==> src/sv/dnsp_pkg.sv <==
// Package of the decimal number stream parser: widths, characters, types.
`default_nettype none

package dnsp_pkg;

  localparam int unsigned CHAR_W         = 8;
  localparam int unsigned SIG_W          = 60;
  localparam int unsigned FRAC_W         = 5;
  localparam int unsigned DEF_MAX_DIGITS = 18;

  localparam logic [CHAR_W-1:0] CH_TAB   = 8'h09;
  localparam logic [CHAR_W-1:0] CH_CR    = 8'h0D;
  localparam logic [CHAR_W-1:0] CH_SPACE = 8'h20;
  localparam logic [CHAR_W-1:0] CH_PLUS  = 8'h2B;
  localparam logic [CHAR_W-1:0] CH_MINUS = 8'h2D;
  localparam logic [CHAR_W-1:0] CH_POINT = 8'h2E;
  localparam logic [CHAR_W-1:0] CH_ZERO  = 8'h30;
  localparam logic [CHAR_W-1:0] CH_NINE  = 8'h39;

  localparam logic KIND_NUMBER = 1'b0;
  localparam logic KIND_REJECT = 1'b1;

  typedef enum logic [2:0] {
    PH_IDLE = 3'b001,
    PH_INT  = 3'b010,
    PH_FRAC = 3'b100
  } phase_e;

  typedef struct packed {
    logic              kind;
    logic              negative;
    logic [SIG_W-1:0]  significand;
    logic [FRAC_W-1:0] fraction_digits;
    logic [CHAR_W-1:0] terminator;
    logic              ended_by_end;
    logic              overflow;
    logic              last;
  } res_t;

endpackage

`default_nettype wire

==> src/sv/dnsp_char_if.sv <==
// Input channel: one character or end mark per transfer.
`default_nettype none

interface dnsp_char_if import dnsp_pkg::*; ();
  logic              valid;
  logic              ready;
  logic [CHAR_W-1:0] character;
  logic              is_end;

  modport source (output valid, output character, output is_end, input ready);
  modport sink   (input valid, input character, input is_end, output ready);
endinterface

`default_nettype wire

==> src/sv/dnsp_res_if.sv <==
// Result channel: one parsed number or rejected character per transfer.
`default_nettype none

interface dnsp_res_if import dnsp_pkg::*; ();
  logic              valid;
  logic              ready;
  logic              kind;
  logic              negative;
  logic [SIG_W-1:0]  significand;
  logic [FRAC_W-1:0] fraction_digits;
  logic [CHAR_W-1:0] terminator;
  logic              ended_by_end;
  logic              overflow;
  logic              last;

  modport source (
    output valid, output kind, output negative, output significand,
    output fraction_digits, output terminator, output ended_by_end,
    output overflow, output last, input ready
  );
  modport sink (
    input valid, input kind, input negative, input significand,
    input fraction_digits, input terminator, input ended_by_end,
    input overflow, input last, output ready
  );
endinterface

`default_nettype wire

==> src/sv/dnsp_parse.sv <==
// Parser state registers and the single-pass step logic for one character.
`default_nettype none

module dnsp_parse import dnsp_pkg::*; #(
  parameter int unsigned MAX_DIGITS = DEF_MAX_DIGITS
) (
  input  wire logic              clk_i,
  input  wire logic              rst_ni,
  input  wire logic              step_i,
  input  wire logic [CHAR_W-1:0] character_i,
  input  wire logic              is_end_i,
  output logic [1:0]             n_res_o,
  output res_t                   res0_o,
  output res_t                   res1_o
);

  localparam int unsigned CNT_W  = $clog2(MAX_DIGITS + 1);
  localparam int unsigned PROD_W = SIG_W + 4;

  phase_e             phase_q, phase_d;
  logic               minus_q, minus_d;
  logic [SIG_W-1:0]   acc_q, acc_d;
  logic [CNT_W-1:0]   frac_q, frac_d;
  logic [CNT_W-1:0]   dcnt_q, dcnt_d;
  logic               ovf_q, ovf_d;

  logic               is_dig, is_sp, is_sign, idle_rej, in_frac, skip, refuse;
  logic [3:0]         dval;
  logic [PROD_W-1:0]  prod;
  phase_e             phase_idle;
  logic [SIG_W-1:0]   acc_idle;
  logic [CNT_W-1:0]   dcnt_idle;
  res_t               num_res, rej_res;

  always_comb begin
    is_dig  = (character_i >= CH_ZERO) && (character_i <= CH_NINE);
    is_sp   = ((character_i >= CH_TAB) && (character_i <= CH_CR)) ||
              (character_i == CH_SPACE);
    is_sign = (character_i == CH_PLUS) || (character_i == CH_MINUS);
    dval    = character_i[3:0];
    idle_rej = !is_sp && !is_dig && !is_sign;

    // Outcome of handling the character from a cleared state.
    phase_idle = (is_dig || is_sign) ? PH_INT : PH_IDLE;
    acc_idle   = is_dig ? SIG_W'(dval) : '0;
    dcnt_idle  = (is_dig && (dval != 4'd0)) ? CNT_W'(1) : '0;

    // Multiply by ten as two shifted copies; the top bits flag a significand
    // that would not fit.
    in_frac = (phase_q == PH_FRAC);
    prod    = ({4'b0, acc_q} << 3) + ({4'b0, acc_q} << 1) + PROD_W'(dval);
    skip    = !in_frac && (acc_q == '0) && (dval == 4'd0);
    refuse  = (dcnt_q >= CNT_W'(MAX_DIGITS)) || (prod[PROD_W-1:SIG_W] != '0);

    num_res.kind            = KIND_NUMBER;
    num_res.negative        = minus_q;
    num_res.significand     = acc_q;
    num_res.fraction_digits = FRAC_W'(frac_q);
    num_res.terminator      = is_end_i ? '0 : character_i;
    num_res.ended_by_end    = is_end_i;
    num_res.overflow        = ovf_q;
    num_res.last            = 1'b1;

    rej_res                 = '0;
    rej_res.kind            = KIND_REJECT;
    rej_res.terminator      = character_i;
    rej_res.last            = 1'b1;

    phase_d = phase_q;
    minus_d = minus_q;
    acc_d   = acc_q;
    frac_d  = frac_q;
    dcnt_d  = dcnt_q;
    ovf_d   = ovf_q;
    n_res_o = 2'd0;
    res0_o  = num_res;
    res1_o  = rej_res;

    if (is_end_i) begin
      n_res_o = 2'd1;
      phase_d = PH_IDLE;
      minus_d = 1'b0;
      acc_d   = '0;
      frac_d  = '0;
      dcnt_d  = '0;
      ovf_d   = 1'b0;
    end else begin
      unique case (phase_q)
        PH_IDLE: begin
          phase_d = phase_idle;
          minus_d = (character_i == CH_MINUS);
          acc_d   = acc_idle;
          dcnt_d  = dcnt_idle;
          if (idle_rej) begin
            n_res_o = 2'd1;
            res0_o  = rej_res;
          end
        end
        PH_INT, PH_FRAC: begin
          if (is_dig) begin
            if (!skip) begin
              if (refuse) begin
                ovf_d = 1'b1;
              end else begin
                acc_d  = prod[SIG_W-1:0];
                dcnt_d = dcnt_q + CNT_W'(1);
                if (in_frac) begin
                  frac_d = frac_q + CNT_W'(1);
                end
              end
            end
          end else if ((character_i == CH_POINT) && !in_frac) begin
            phase_d = PH_FRAC;
          end else begin
            // The terminator starts the next parse from a cleared state.
            n_res_o     = idle_rej ? 2'd2 : 2'd1;
            res0_o.last = !idle_rej;
            phase_d     = phase_idle;
            minus_d     = (character_i == CH_MINUS);
            acc_d       = acc_idle;
            frac_d      = '0;
            dcnt_d      = dcnt_idle;
            ovf_d       = 1'b0;
          end
        end
        default: begin
          phase_d = PH_IDLE;
          minus_d = 1'b0;
          acc_d   = '0;
          frac_d  = '0;
          dcnt_d  = '0;
          ovf_d   = 1'b0;
        end
      endcase
    end
  end

  always_ff @(posedge clk_i or negedge rst_ni) begin
    if (!rst_ni) begin
      phase_q <= PH_IDLE;
      minus_q <= 1'b0;
      acc_q   <= '0;
      frac_q  <= '0;
      dcnt_q  <= '0;
      ovf_q   <= 1'b0;
    end else if (step_i) begin
      phase_q <= phase_d;
      minus_q <= minus_d;
      acc_q   <= acc_d;
      frac_q  <= frac_d;
      dcnt_q  <= dcnt_d;
      ovf_q   <= ovf_d;
    end
  end

endmodule

`default_nettype wire

==> src/sv/dnsp_out_q.sv <==
// Two-entry result queue: takes up to two results a cycle, hands out one while ready_i is high.
`default_nettype none

module dnsp_out_q import dnsp_pkg::*; (
  input  wire logic       clk_i,
  input  wire logic       rst_ni,
  input  wire logic [1:0] push_n_i,
  input  wire res_t       r0_i,
  input  wire res_t       r1_i,
  input  wire logic       ready_i,
  output logic            valid_o,
  output res_t            head_o,
  output logic [1:0]      free_o
);

  logic [1:0] cnt_q, cnt_d, cnt_a;
  res_t       s0_q, s0_d, s1_q, s1_d, a0;
  logic       pop;

  always_comb begin
    valid_o = (cnt_q != 2'd0);
    head_o  = s0_q;
    pop     = valid_o && ready_i;
    cnt_a   = cnt_q - {1'b0, pop};
    a0      = pop ? s1_q : s0_q;
    // Room left once this cycle's transfer out has been taken into account.
    free_o  = 2'd2 - cnt_a;
    cnt_d   = cnt_a + push_n_i;
    if (cnt_a == 2'd0) begin
      s0_d = r0_i;
      s1_d = r1_i;
    end else if (cnt_a == 2'd1) begin
      s0_d = a0;
      s1_d = r0_i;
    end else begin
      // Full and nothing left: both entries keep what they hold.
      s0_d = s0_q;
      s1_d = s1_q;
    end
  end

  always_ff @(posedge clk_i or negedge rst_ni) begin
    if (!rst_ni) begin
      cnt_q <= 2'd0;
    end else begin
      cnt_q <= cnt_d;
    end
  end

  always_ff @(posedge clk_i) begin
    s0_q <= s0_d;
    s1_q <= s1_d;
  end

endmodule

`default_nettype wire

==> src/sv/decimal_number_stream_parser.sv <==
// Top level of the decimal number stream parser.
//
//   channel   direction   payload
//   char_i    in          character, is_end
//   res_o     out         kind, negative, significand, fraction_digits,
//                         terminator, ended_by_end, overflow, last
//
// One character is taken per cycle unless the parser stalls: it lands in the
// input register, and once its results fit the queue the step logic updates
// the parser state and pushes them into a two-entry queue that drives res_o.
// A character that ends a number and is itself rejected gives two results,
// which leave one per cycle while res_o.ready is high; the input register then
// waits for queue room. Reset clears the parser to idle and empties the queue.
// A stall on res_o reaches char_i.ready once held results cannot fit the queue.
`default_nettype none

module decimal_number_stream_parser import dnsp_pkg::*; #(
  parameter int unsigned MAX_DIGITS = DEF_MAX_DIGITS
) (
  input  wire logic    clk_i,
  input  wire logic    rst_ni,
  dnsp_char_if.sink    char_i,
  dnsp_res_if.source   res_o
);

  logic              inq_valid_q, inq_valid_d;
  logic [CHAR_W-1:0] inq_char_q;
  logic              inq_end_q;
  logic              accept, consume;
  logic [1:0]        n_res, free, push_n;
  res_t              res0, res1, head;

  dnsp_parse #(
    .MAX_DIGITS (MAX_DIGITS)
  ) u_parse (
    .clk_i       (clk_i),
    .rst_ni      (rst_ni),
    .step_i      (consume),
    .character_i (inq_char_q),
    .is_end_i    (inq_end_q),
    .n_res_o     (n_res),
    .res0_o      (res0),
    .res1_o      (res1)
  );

  dnsp_out_q u_out_q (
    .clk_i    (clk_i),
    .rst_ni   (rst_ni),
    .push_n_i (push_n),
    .r0_i     (res0),
    .r1_i     (res1),
    .ready_i  (res_o.ready),
    .valid_o  (res_o.valid),
    .head_o   (head),
    .free_o   (free)
  );

  // The held character is handled only when all its results fit the queue.
  assign consume      = inq_valid_q && (n_res <= free);
  assign push_n       = consume ? n_res : 2'd0;
  assign char_i.ready = !inq_valid_q || consume;
  assign accept       = char_i.valid && char_i.ready;
  assign inq_valid_d  = accept || (inq_valid_q && !consume);

  always_ff @(posedge clk_i or negedge rst_ni) begin
    if (!rst_ni) begin
      inq_valid_q <= 1'b0;
    end else begin
      inq_valid_q <= inq_valid_d;
    end
  end

  always_ff @(posedge clk_i) begin
    if (accept) begin
      inq_char_q <= char_i.character;
      inq_end_q  <= char_i.is_end;
    end
  end

  assign res_o.kind            = head.kind;
  assign res_o.negative        = head.negative;
  assign res_o.significand     = head.significand;
  assign res_o.fraction_digits = head.fraction_digits;
  assign res_o.terminator      = head.terminator;
  assign res_o.ended_by_end    = head.ended_by_end;
  assign res_o.overflow        = head.overflow;
  assign res_o.last            = head.last;

endmodule

`default_nettype wire

==> src/flat_wrapper.sv <==
// flat-port wrapper written by rule: the top's interface ports become plain ports
module decimal_number_stream_parser_flat import dnsp_pkg::*;
#(
  parameter int unsigned MAX_DIGITS = DEF_MAX_DIGITS
)
  (clk_i, rst_ni, char_i_valid, char_i_character, char_i_is_end, char_i_ready, res_o_valid, res_o_kind, res_o_negative, res_o_significand, res_o_fraction_digits, res_o_terminator, res_o_ended_by_end, res_o_overflow, res_o_last, res_o_ready);
  dnsp_char_if char_i_i ();
  dnsp_res_if res_o_i ();
  input  wire logic clk_i;
  input  wire logic rst_ni;
  input wire logic [$bits(char_i_i.valid)-1:0] char_i_valid;
  input wire logic [$bits(char_i_i.character)-1:0] char_i_character;
  input wire logic [$bits(char_i_i.is_end)-1:0] char_i_is_end;
  output wire logic [$bits(char_i_i.ready)-1:0] char_i_ready;
  output wire logic [$bits(res_o_i.valid)-1:0] res_o_valid;
  output wire logic [$bits(res_o_i.kind)-1:0] res_o_kind;
  output wire logic [$bits(res_o_i.negative)-1:0] res_o_negative;
  output wire logic [$bits(res_o_i.significand)-1:0] res_o_significand;
  output wire logic [$bits(res_o_i.fraction_digits)-1:0] res_o_fraction_digits;
  output wire logic [$bits(res_o_i.terminator)-1:0] res_o_terminator;
  output wire logic [$bits(res_o_i.ended_by_end)-1:0] res_o_ended_by_end;
  output wire logic [$bits(res_o_i.overflow)-1:0] res_o_overflow;
  output wire logic [$bits(res_o_i.last)-1:0] res_o_last;
  input wire logic [$bits(res_o_i.ready)-1:0] res_o_ready;
  assign char_i_i.valid = char_i_valid;
  assign char_i_i.character = char_i_character;
  assign char_i_i.is_end = char_i_is_end;
  assign char_i_ready = char_i_i.ready;
  assign res_o_valid = res_o_i.valid;
  assign res_o_kind = res_o_i.kind;
  assign res_o_negative = res_o_i.negative;
  assign res_o_significand = res_o_i.significand;
  assign res_o_fraction_digits = res_o_i.fraction_digits;
  assign res_o_terminator = res_o_i.terminator;
  assign res_o_ended_by_end = res_o_i.ended_by_end;
  assign res_o_overflow = res_o_i.overflow;
  assign res_o_last = res_o_i.last;
  assign res_o_i.ready = res_o_ready;
  decimal_number_stream_parser #(.MAX_DIGITS(MAX_DIGITS)) u_core (.clk_i(clk_i), .rst_ni(rst_ni), .char_i(char_i_i), .res_o(res_o_i));
endmodule
==> config.mk <==
export PLATFORM = sky130hd
export DESIGN_NAME = decimal_number_stream_parser_flat
export DESIGN_NICKNAME = d
export VERILOG_FILES = /design/src/sv/dnsp_pkg.sv /design/src/sv/dnsp_char_if.sv /design/src/sv/dnsp_res_if.sv /design/src/sv/dnsp_parse.sv /design/src/sv/dnsp_out_q.sv /design/src/sv/decimal_number_stream_parser.sv /design/src/flat_wrapper.sv
export SDC_FILE = /design/constraint.sdc
export NUM_CORES = 1
export LEC_CHECK = 0
export BUFFER_PORTS_ARGS = -buffer_cell sky130_fd_sc_hd__buf_2
export CAP_MARGIN = 20
export CORE_MARGIN = 1.5
export CORE_UTILIZATION = 25
export CTS_CLUSTER_SIZE = 16
export DETAILED_ROUTE_END_ITERATION = 8
export PLACE_DENSITY = 0.45
export SLEW_MARGIN = 0
export SYNTH_ARGS = -nofsm -noshare
export SYNTH_HDL_FRONTEND = slang
export SYNTH_HIERARCHICAL = 1
export SYNTH_SLANG_ARGS = --single-unit
export TNS_END_PERCENT = 20
==> constraint.sdc <==
create_clock -name clk_i -period 5.3 [get_ports clk_i]
set_clock_uncertainty 0.1 [all_clocks]
set_input_delay 0.53 -clock clk_i [delete_from_list [all_inputs] [get_ports clk_i]]
set_output_delay 0.53 -clock clk_i [all_outputs]
set_load 0.01 [all_outputs]
==> results.txt <==
The post-route cell area is 18480 sq um, and the cell depth of the worst min-delay path is 1. The fraction of final layout cells with drive strength greater than 1 was 0.2246. Full die area: 67210 sq um.

Setup repair after global routing left no endpoint under its margin. The total count of max-transition violations in the final report came out at 0. The worst setup path is of the flop to flop kind.

The class of the most critical hold timing path is primary input to flop. Synthesis inferred 243 register bits. The element type at the critical path end is a flop. The layout filler cell count is 6828, and the synthesized area divided by synthesized cell count is 11.11 sq um. The tools report the number of instances in the synthesized netlist as 1478. Clock-pin slew was measured on the worst setup and hold paths at 0.06 ns. Dividing the detail-routed wire length by the instance count gives 17.25 microns. The synthesis-to-finish area growth is 12.58%. During placement, the flow inserted port buffers numbering 92. After floorplanning, the core was divided into 93 placement rows. The first global-routing pass estimated 67120 microns of wire. The diode insertion count for antenna repair was 0; the achievable frequency was 203.4 MHz.

At the worst endpoint, the required time is 5.66 ns. The post-CTS setup repair buffer count was 0. For this design the ratio of total power to cell area is 519.7 nW/um^2. Initial antenna violation count: 0. The maximum number of pins on one net before global-route repair was 79; the max capacitance violation total was 0. The die is 259.3 microns wide.

The count of nets left with antenna violations once routing finished came out at 0. In the final design database the tool counted 1675 nets. The worst-case reg-to-reg path depth is 15.

The flow ran to the end, and the final reports show no timing, DRC or antenna violations. Using the TritonRoute via totals, the vias-per-cell ratio works out to 4.700. STA classifies the critical path startpoint as a flop. The share of the cycle needed by the critical path after routing was 0.9277; the starting density of the core was 0.2538.

The slowest stage of the critical path is the sky130_fd_sc_hd__fa_1 cell. For this block, the routed nets add up to 41620 microns of wire. For this design the top-level I/O count stands at 93.

The number of violations reported at the end of detailed-routing iteration 0 is 565. The cell with the most instances on the worst path is sky130_fd_sc_hd__inv_1. In the final layout, the multi-input gates occupy 8727 sq um. The clock network latency to the later pin of the worst-skew pair is 0.59 ns, and the post-synthesis instance area is 16420 sq um. Counting distinct cell types in the post-synthesis netlist gives 80. The worst path in the final design needs a cycle of 4.917 ns, including I/O delays and setup. The die is 259.3 microns tall.

The number of optimization iterations in the first detailed-route pass is 5. The synthesized design contains 165 enable-type register cells. The root buffer cell chosen for the clock tree is sky130_fd_sc_hd__clkbuf_16. The clock drives 243 sinks. The static leakage power is 8.154 nW, and the final estimated routing congestion in global placement is 0.8707. TritonCTS built the clock tree. In the layout the commonest cells are sky130_fd_sc_hd__edfxtp_1, sky130_fd_sc_hd__mux2_2, sky130_fd_sc_hd__ha_1. The largest vdd supply drop was 507.0 uV; the detailed-route DRC error count was 0. After routing, the total negative slack on setup checks comes to 0 ns.

At the worst endpoint, the arrival time is 5.28 ns. The total track usage was 0.1237. The total number of vias came out at 11.34k.

For the pin with the worst max-slew slack, the measured transition is 1.004 ns. For the final number of setup-violating endpoints, the log shows 0. The final hold violation count is 0. For the level count of the clock H-tree, the log shows 1. For this run, the leading register cell type out of synthesis is sky130_fd_sc_hd__edfxtp_1.

The library cell used most frequently in the layout, excluding fill and tap cells, is sky130_fd_sc_hd__edfxtp_1. The maximum buffer depth of the clock tree is 3, and the area of placed instances is 17420 sq um. Sequential cell area in the final layout: 6908 sq um. The Yosys step of the flow raised 6 warnings. The region available for standard cell placement spans 64700 sq um. Along the worst path, the maximum fanout reaches 23.

The relative slew slack was 0.3222; the total grt overflow was 0. In this design, the stage delay of the slowest critical-path cell is 0.54 ns. The tools report the portion of the post-synthesis area used by sequential elements as 0.4208. The number of global-route vias before repair is 11.61k. The number of CTS-inserted buffers is 30, and the share of flip-flops with an asynchronous set or reset after synthesis is 0.3210. Once detailed placement completed, the half-perimeter wirelength came to 29790 microns.

Traced cell by cell, the critical path runs through inv_1 -> fa_1 -> inv_1 -> ha_1 -> a211oi_2 -> o311ai_4 -> a31oi_1 -> o221ai_1 -> a21boi_1 -> nand4b_1 -> o2111ai_2 -> o31ai_1 -> nand2b_4 -> buf_12 -> a22o_1.
[final timing paths]
check	endpoint	slack (ns)	start
min in group asynchronous	u_core/u_parse/acc_q[38]$_DFFE_PN0P_	0.34	rst_ni
max	u_core/u_parse/acc_q[49]$_DFFE_PN0P_	0.38	u_core/inq_char_q[3]$_DFFE_PP_
min reg2reg	u_core/u_parse/minus_q$_DFFE_PN0P_	0.44	u_core/u_parse/minus_q$_DFFE_PN0P_
min	u_core/inq_char_q[1]$_DFFE_PP_	0.03	char_i_character[1]
max reg2reg	u_core/u_parse/acc_q[49]$_DFFE_PN0P_	0.38	u_core/inq_char_q[3]$_DFFE_PP_
max in group asynchronous	u_core/u_parse/minus_q$_DFFE_PN0P_	3.72	rst_ni
[synthesized netlist by cell type, types with 43 or more instances]
cell                       instances  area share
sky130_fd_sc_hd__ha_1            126       0.096
sky130_fd_sc_hd__mux2_2          127       0.087
sky130_fd_sc_hd__clkbuf_1         43      0.0098
sky130_fd_sc_hd__nand2_1          84       0.019
sky130_fd_sc_hd__o21ai_0          49       0.015
sky130_fd_sc_hd__a21oi_1          81       0.025
sky130_fd_sc_hd__and2_1           67       0.026
sky130_fd_sc_hd__a22o_1           60       0.032
sky130_fd_sc_hd__nor2_1           48       0.011
sky130_fd_sc_hd__dfrtp_1          77        0.12
sky130_fd_sc_hd__edfxtp_1        165        0.30
sky130_fd_sc_hd__buf_4            80       0.037
[layout make-up]
type	count	share of cell area
Tap cell	855	0.05788
Sequential cell	243	0.3738
Inverter	31	0.006296
Multi-Input combinational cell	1114	0.4722
Timing Repair Buffer	114	0.03669
Clock inverter	20	0.009681
Clock buffer	36	0.04346
[critical path, delay by kind of cell (launching register included)]
kind | cells | cell delay (ns)
compound gates | 8 | 2.42
fa+ha+maj | 2 | 0.87
simple gates | 2 | 0.49
buf+inv | 3 | 0.46
flops | 1 | 0.43
[per-layer routing]
| metal | up-vias | wire (microns) | global-route usage |
|---|---|---|---|
| met5 | - | 0 | 0 |
| met4 | 0 | 850 | 0.03408 |
| met3 | 48 | 1770 | 0.02031 |
| met2 | 199 | 19010 | 0.1982 |
| met1 | 5553 | 19990 | 0.1714 |
| li1 | 5542 | - | - |
[cells by family after synthesis]
family / after synthesis / share of synthesized area
and+or+nand+nor: 358 / 0.1164
other: 2 / 0.0004575
muxes: 161 / 0.1172
adders and majority gates: 128 / 0.09847
AOI/OAI and AO/OA: 336 / 0.1472
buffers and inverters: 189 / 0.06646
xor gates and xnor gates: 61 / 0.03300
DFF: 243 / 0.4208
[sequential cells by signal (all words and copies together), names as in the netlist]
register	cells
u_core/u_parse/dcnt_q	5
u_core/u_out_q/s1_q	78
u_core/u_out_q/cnt_q	2
u_core/u_parse/acc_q	60
u_core/inq_valid_q	1
u_core/u_parse/frac_q	5
u_core/u_parse/ovf_q	1
u_core/u_out_q/head_o	78
u_core/inq_end_q	1
u_core/inq_char_q	8
u_core/u_parse/minus_q	1
u_core/u_parse/phase_q	3
[power breakdown]
| group | internal (mW) | total [mW] | switching [mW] |
|---|---|---|---|
| Sequential | 3.29 | 3.53 | 0.243 |
| Clock | 1.18 | 2.05 | 0.874 |
| Combinational | 1.63 | 4.02 | 2.39 |
[per-stage QoR]
| step | power [mW] | hold slack [ns] | cells | setup slack, ns | utilization |
|---|---|---|---|---|---|
| finish | 9.605 | 0.03492 | 2413 | 0.3834 | 0.2857 |
| global route | 10.28 | 0.01714 | 2413 | 0.01500 | 0.2857 |
| CTS | 9.810 | 0.002285 | 2412 | 0.3005 | 0.2853 |
| detailed placement | 7.665 | 0.3856 | 2351 | 0.3534 | 0.2693 |
| global placement | 7.623 | 0.3827 | 2351 | 0.4348 | 0.2693 |
| floorplan | 6.477 | 0.1344 | 1546 | 0.4288 | - |
[timing repair]
action / in CTS / in global routing
setup endpoints to repair: 0 / 45
hold endpoints to repair: 30 / 0
resized for setup: 0 / 1
hold buffers: 5 / 0
No activity file was read; power rests on OpenSTA's default activity.
